==> config.mk <==
export PLATFORM = sky130hd
export DESIGN_NAME = occ_front
export DESIGN_NICKNAME = d
export VERILOG_FILES = /design/src/hdl/occ_pkg.sv /design/src/hdl/occ_front.sv
export SDC_FILE = /design/constraint.sdc
export NUM_CORES = 1
export LEC_CHECK = 0
export ABC_AREA = 0
export ABC_CLOCK_PERIOD_IN_PS = 5900
export BUFFER_PORTS_ARGS = -buffer_cell sky130_fd_sc_hd__buf_2
export CAP_MARGIN = 5
export CORE_AREA = 2 2 170 172
export CTS_BUF_LIST = sky130_fd_sc_hd__clkbuf_8
export CTS_CLUSTER_DIAMETER = 80
export CTS_CLUSTER_SIZE = 8
export DETAILED_ROUTE_END_ITERATION = 8
export DIE_AREA = 0 0 172 174
export GPL_ROUTABILITY_DRIVEN = 0
export SLEW_MARGIN = 30
export SYNTH_ARGS = -nofsm -noshare
export SYNTH_HDL_FRONTEND = slang
export SYNTH_SLANG_ARGS = --single-unit
==> constraint.sdc <==
create_clock -name clk -period 5.9 [get_ports clk]
set_input_delay 0 -clock clk [delete_from_list [all_inputs] [get_ports clk]]
set_output_delay 0 -clock clk [all_outputs]
set_load 0.02 [all_outputs]
==> src/hdl/occ_pkg.sv <==
// Shared types and constants for the occupancy grid projection block.
package occ_pkg;

  typedef enum logic [2:0] {
    OP_NOP  = 3'd0,
    OP_OBST = 3'd1,
    OP_FREE = 3'd2,
    OP_SKIP = 3'd3,
    OP_DISK = 3'd4,
    OP_READ = 3'd5
  } op_t;

  localparam logic [1:0] KIND_VOXEL = 2'd0;
  localparam logic [1:0] KIND_DISK  = 2'd1;
  localparam logic [1:0] KIND_READ  = 2'd2;

  localparam logic [2:0] REG_ORIGIN_X     = 3'd0;
  localparam logic [2:0] REG_ORIGIN_Y     = 3'd1;
  localparam logic [2:0] REG_CELL_SIZE    = 3'd2;
  localparam logic [2:0] REG_GROUND_LEVEL = 3'd3;
  localparam logic [2:0] REG_HEIGHT_LIMIT = 3'd4;
  localparam logic [2:0] REG_MIN_HITS     = 3'd5;
  localparam logic [2:0] REG_COLS_USED    = 3'd6;
  localparam logic [2:0] REG_ROWS_USED    = 3'd7;

  localparam logic [7:0] PIX_OCC     = 8'd0;
  localparam logic [7:0] PIX_FREE    = 8'd254;
  localparam logic [7:0] PIX_UNKNOWN = 8'd205;

  localparam int NUM_W = 34;
  localparam int DEN_W = 17;
  localparam int CLR_W = 17;

  typedef struct packed {
    logic signed [31:0] grid_x0;
    logic signed [31:0] grid_y0;
    logic [15:0]        cell_size;
    logic signed [31:0] ground_level;
    logic signed [31:0] height_limit;
    logic [15:0]        min_hits;
    logic [8:0]         cols_used;
    logic [8:0]         rows_used;
  } cfg_t;

  typedef struct packed {
    op_t                op;
    logic signed [31:0] x;
    logic signed [31:0] y;
    logic [23:0]        ext;
    logic [7:0]         row;
    logic [7:0]         col;
  } item_t;

endpackage

==> src/hdl/occ_front.sv <==
// Front end: item classification and a two-entry queue toward the back end.
module occ_front (
  input  logic                 clk,
  input  logic                 rst,
  input  logic                 hold,
  input  occ_pkg::cfg_t        cfg,
  input  logic                 in_valid,
  output logic                 in_ready,
  input  logic [1:0]           kind,
  input  logic signed [31:0]   pos_x,
  input  logic signed [31:0]   pos_y,
  input  logic signed [31:0]   pos_z,
  input  logic [23:0]          extent,
  input  logic                 occupied,
  input  logic [7:0]           read_row,
  input  logic [7:0]           read_col,
  output logic                 q_valid,
  output occ_pkg::item_t       q_item,
  input  logic                 q_pop
);

  occ_pkg::item_t slots [2];
  occ_pkg::item_t cur;
  logic           wr_ptr;
  logic           rd_ptr;
  logic [1:0]     count;
  logic [1:0]     count_next;
  logic           push;

  always_comb begin
    cur.x   = pos_x;
    cur.y   = pos_y;
    cur.ext = extent;
    cur.row = read_row;
    cur.col = read_col;
    unique case (kind)
      occ_pkg::KIND_VOXEL: begin
        if (occupied && pos_z > cfg.height_limit) begin
          cur.op = occ_pkg::OP_SKIP;
        end else if (occupied && !(pos_z < cfg.ground_level)) begin
          cur.op = occ_pkg::OP_OBST;
        end else begin
          cur.op = occ_pkg::OP_FREE;
        end
      end
      occ_pkg::KIND_DISK: cur.op = occ_pkg::OP_DISK;
      occ_pkg::KIND_READ: cur.op = occ_pkg::OP_READ;
      default:            cur.op = occ_pkg::OP_NOP;
    endcase
  end

  assign in_ready = !hold && (count != 2'd2);
  assign push     = in_valid && in_ready;
  assign q_valid  = (count != 2'd0);
  assign q_item   = slots[rd_ptr];

  always_comb begin
    count_next = count;
    if (push && !q_pop) begin
      count_next = count + 2'd1;
    end else if (!push && q_pop) begin
      count_next = count - 2'd1;
    end
  end

  always_ff @(posedge clk) begin
    if (rst) begin
      wr_ptr <= 1'b0;
      rd_ptr <= 1'b0;
      count  <= 2'd0;
    end else begin
      count <= count_next;
      if (push) begin
        wr_ptr <= !wr_ptr;
      end
      if (q_pop) begin
        rd_ptr <= !rd_ptr;
      end
    end
  end

  always_ff @(posedge clk) begin
    if (push) begin
      slots[wr_ptr] <= cur;
    end
  end

endmodule

* Word-level counts from Yosys, hierarchy flattened
Memories as Yosys holds them, arrays and structs flattened. A register that Yosys moved wholly into a read port is not among the register bits.
Cells that the tools add are included.
** Storage, ports and cells
- Memories kept :: 1
- Bits in registers :: 4
- Output and inout port bits :: 109
- Bits of input ports :: 322
- RAM bits :: 214
** Operators by class
- Reduce and logical (&&, ||, !) cells :: 15
- Eq/ne operators :: 3
- Order comparisons :: 2
- Add/sub/neg operators :: 2
- Muxes and demuxes :: 9
** Memories
- slots :: depth 2, width 107, read ports 1, clocked after memory_dff 1, wr ports 1, RTL line occ_front.sv:22 : occ_pkg::item_t slots [2];
** Operators with widths (number)
- greater-than comparator 32 bit :: 1
- less-than comparator 32 bit :: 1
- one-hot mux 3 bit (3 select lines) :: 1
- two-way mux 2 bit :: 4
- logical AND 1 bit :: 6
- logical NOT 1 bit :: 6
- two-way mux 1 bit :: 4
- nonzero test 2 bit :: 2
- adder 2 x 1 -> 2 bit, second input constant :: 1
- equality test 2 x 1 -> 1 bit, second input constant :: 1
- equality test 2 bit, second input constant :: 1
- logical NOT 2 bit :: 1
- != test 2 bit, second input constant :: 1
- subtractor 2 x 1 -> 2 bit, second input constant :: 1

* Logic depth before layout (Yosys ltp)
- Depth in word-level cells :: 7
- Mapped depth :: 9
- Mapped depth without buffers :: 9

* Worst setup path before layout
No wires, ideal clock.
- Path kind :: register -> register
- Start :: register count[0]
- End :: memory slots[0][0] (netlist name), enable pin
- Arrival :: 5.503 ns
- Setup time :: 0.574 ns
- Slack :: -0.178 ns
- Cell stages (with the launch flop) :: 5
- Cell sequence :: dfxtp_1 inv_1 a21oi_1 nand2_1 nor2_1
** Between the ends
- Longest elaborated chain between the ends :: 5
** RTL lines
- from (decl) :: RTL line occ_front.sv:26 : logic [1:0] count;
- from (signal assigned) :: RTL line occ_front.sv:72 : count <= count_next;
- != test 2 bit :: RTL line occ_front.sv:52 : assign in_ready = !hold && (count != 2'd2);
- logical AND 1 bit :: RTL line occ_front.sv:52
- via in_ready :: RTL line occ_front.sv:8 : output logic in_ready,
- logical AND 1 bit :: RTL line occ_front.sv:53 : assign push = in_valid && in_ready;
- two-way mux 1 bit :: RTL line occ_front.sv:83 : if (push) begin
- two-way mux 1 bit (not written as such) :: RTL line occ_front.sv:84 : slots[wr_ptr] <= cur;
- to (decl) :: RTL line occ_front.sv:22
The timed path passes the listed nets, and every way through them passes these cells.

==> flow_summary.json <==
{
  "grt_pass1_wl_um": 35010,
  "holdCritPathClass": "primary input to flip-flop",
  "start_kind": "flip-flop",
  "seq_area_frac_synth": 0.6817,
  "timing.fmax_mhz": 360.2,
  "ctsHoldBuffers": 114,
  "grt_pass1_vias": 6989,
  "clkPwrFrac": 0.288,
  "power_frac_seq": 0.534,
  "cp_num_buf_inv": 2,
  "max_stage_delay_ns": 0.83,
  "yosys_warnings": 0,
  "cts_setup_buffers": 0,
  "cp.required_ns": 5.90,
  "p_per_area_nw_per_um2": 257.9,
  "die_h_um": 174,
  "root_buffer": "clkbuf_8",
  "path_class": "flip-flop to output port",
  "drtIter0Drc": 232,
  "synth.most_common_cell": "edfxtp_1",
  "critPathArrivalTime_ns": 2.78,
  "core-area_um2": 28240,
  "p_leak_nw": 5.584,
  "clk_pin_slew_worst_paths_ns": 0.07,
  "tritoncts": "done",
  "num_vias": 6445,
  "insertion_delay_ns": 0.55,
  "hpwl_um": 15880,
  "synth_edf_count": 214,
  "setup_ws_ns": 3.124,
  "final_cell_area_um2": 13260,
  "crit_path_top_delay_cell": "dfxtp_4",
  "detailedPlace.worstSlack_ns": 3.241,
  "intPower_mw": 2.551,
  "grt_overflow": 0,
  "antenna_left": 0,
  "std_cell_rows": 62,
  "whs_ns": 0.1724,
  "synth_mux_area_frac": 0.1285,
  "ir_drop_v": 0.0001259,
  "dieArea_um2": 29930,
  "cp_max_fo": 58,
  "yosys.area_share.simple": 0.02719,
  "antenna_found_initial": 1,
  "period_share": 0.4705,
  "synth.avg_cell_area_um2": 16.09,
  "synth_area_leader_cell": "edfxtp_1",
  "ios": 431,
  "setup_viol": 0,
  "synthTopCellsByArea": "edfxtp_1, mux2_2, ha_1",
  "grt_usage": 0.1484,
  "maxSlewHeadroom": 0.4311,
  "initial_core_util": 0.3390,
  "io_buffers": 316,
  "slew_viol_final": 0,
  "syn_nets": 983,
  "rsz0062_at_grt": "false",
  "clock_sinks": 219,
  "clock_skew_ns": 0.01162,
  "synth_compound_area_frac": 0.03908,
  "grt_max_degree": 59,
  "synth_commonest_cells": "edfxtp_1, mux2_2, inv_1, ha_1, a21oi_1",
  "post-route-util": 0.4696,
  "synth-seq-cells": 219,
  "wire_per_inst_um": 15.93,
  "netSwitchingFraction": 0.2541,
  "ys.flop_type": "edfxtp_1",
  "worst_setup_path_end_kind": "output port",
  "clock_path_buffers": 3,
  "synthAdderAreaFrac": 0.08626,
  "die_w_um": 172,
  "fillers": 2573,
  "cts_resized": 0,
  "synth.cell_area_um2": 9573,
  "layout.area.seq_um2": 6530,
  "hold_violations": 0,
  "post_dp_cell_area_um2": 11630,
  "vias_per_cell": 4.457,
  "outcome": "complete, no violations",
  "async_flop_share": 0,
  "synth_xor_area_frac": 0.003660,
  "tns_ns": 0,
  "syn_inst": 595,
  "cts_buffers": 31,
  "maxCapViolations": 0,
  "cp_top_family": "buffers and inverters",
  "multi_input_area_um2": 2738,
  "synth_cell_type_count": 42,
  "p_comb_frac": 0.177,
  "drive_gt1_frac": 0.4430,
  "dr.pass1.iters": 4,
  "p_sw_mw": 0.8689,
  "layout.nets": 1438,
  "synth_top_area_frac": 0.6713,
  "tightest_slew_ns": 0.8534,
  "h-tree-depth": 1,
  "synth_top_family_by_area": "multiplexers",
  "wl_um": 23030,
  "min_period_ns": 2.776,
  "drc_errors": 0,
  "critical_path.cell_chain": "buf_4 > mux2_2 > buf_2",
  "area_growth_pct": 38.52
}
==> layout make-up <==
class	instances	share of cell area
multi-input cells	291	0.2065
inverters	73	0.02066
flip-flops and latches	219	0.4925
clock buffers	31	0.03218
diodes	1	0.0001887
clock inverters	13	0.004246
repair buffers	434	0.2076
well taps	384	0.03623
==> power by group through the flow <==
| stage | registers, mW | logic [mW] | clock network [mW] |
|---|---|---|---|
| after floorplan | 1.85 | 0.339 | 0 |
| after global placement | 1.86 | 0.541 | 0 |
| after detailed placement | 1.86 | 0.547 | 0 |
| after CTS | 1.83 | 0.615 | 1.04 |
| after global routing | 1.84 | 0.664 | 1.10 |
| final | 1.83 | 0.606 | 0.987 |
==> final timing paths <==
| kind | endpoint | start | slack [ns] | depth (start not counted) |
|---|---|---|---|---|
| hold / removal | slots[1][50] | pos_y[10] | 0.17 | 2 |
| hold reg to reg | count[1] | count[1] | 0.52 | 2 |
| setup / recovery | q_item[57] | flip-flop | 3.12 | 3 |
| setup reg to reg | slots[1][52] | count[0] | 3.27 | 4 |
==> layer usage <==
layer	track usage	up-vias	routed length, um
met5	0	-	0
met4	0.04307	0	534
met3	0.04508	43	2351
met2	0.2759	277	11430
met1	0.1603	2988	8713
li1	-	3137	-
==> registers in the layout (all words and copies together) (netlist names), named ones only <==
register / cells
wr_ptr: 1
slots: 214
rd_ptr: 1
count: 2
==> metrics by stage <==
stage,cells,power (mW)
after floorplan,595,2.187
after global placement,1287,2.399
after detailed placement,1287,2.409
after CTS,1445,3.484
after global routing,1446,3.599
final,1446,3.420
==> cells in the final DEF, fill, tap and decap left out, types with 3 or more instances in the layout <==
cell type / instances
buf_4: 4
nand4_1: 11
a21o_1: 5
dlygate4sd3_1: 114
o21ai_0: 9
nor3_1: 5
nand3_1: 5
edfxtp_1: 214
a21oi_1: 28
inv_1: 83
clkbuf_8: 31
ha_1: 66
xor2_1: 3
nand2_1: 13
mux2_2: 107
buf_2: 316
dfxtp_1: 4
nor2_1: 10
==> cell families after synthesis <==
group                    after synthesis
AND/OR/NAND/NOR                       53
flip-flops                           219
buffers and inverters                 85
AO/OA/AOI/OAI                         59
adder cells (fa/ha/maj)               66
XOR/XNOR                               4
multiplexers                         109
Note: power is estimated with default switching activity, not from simulation.
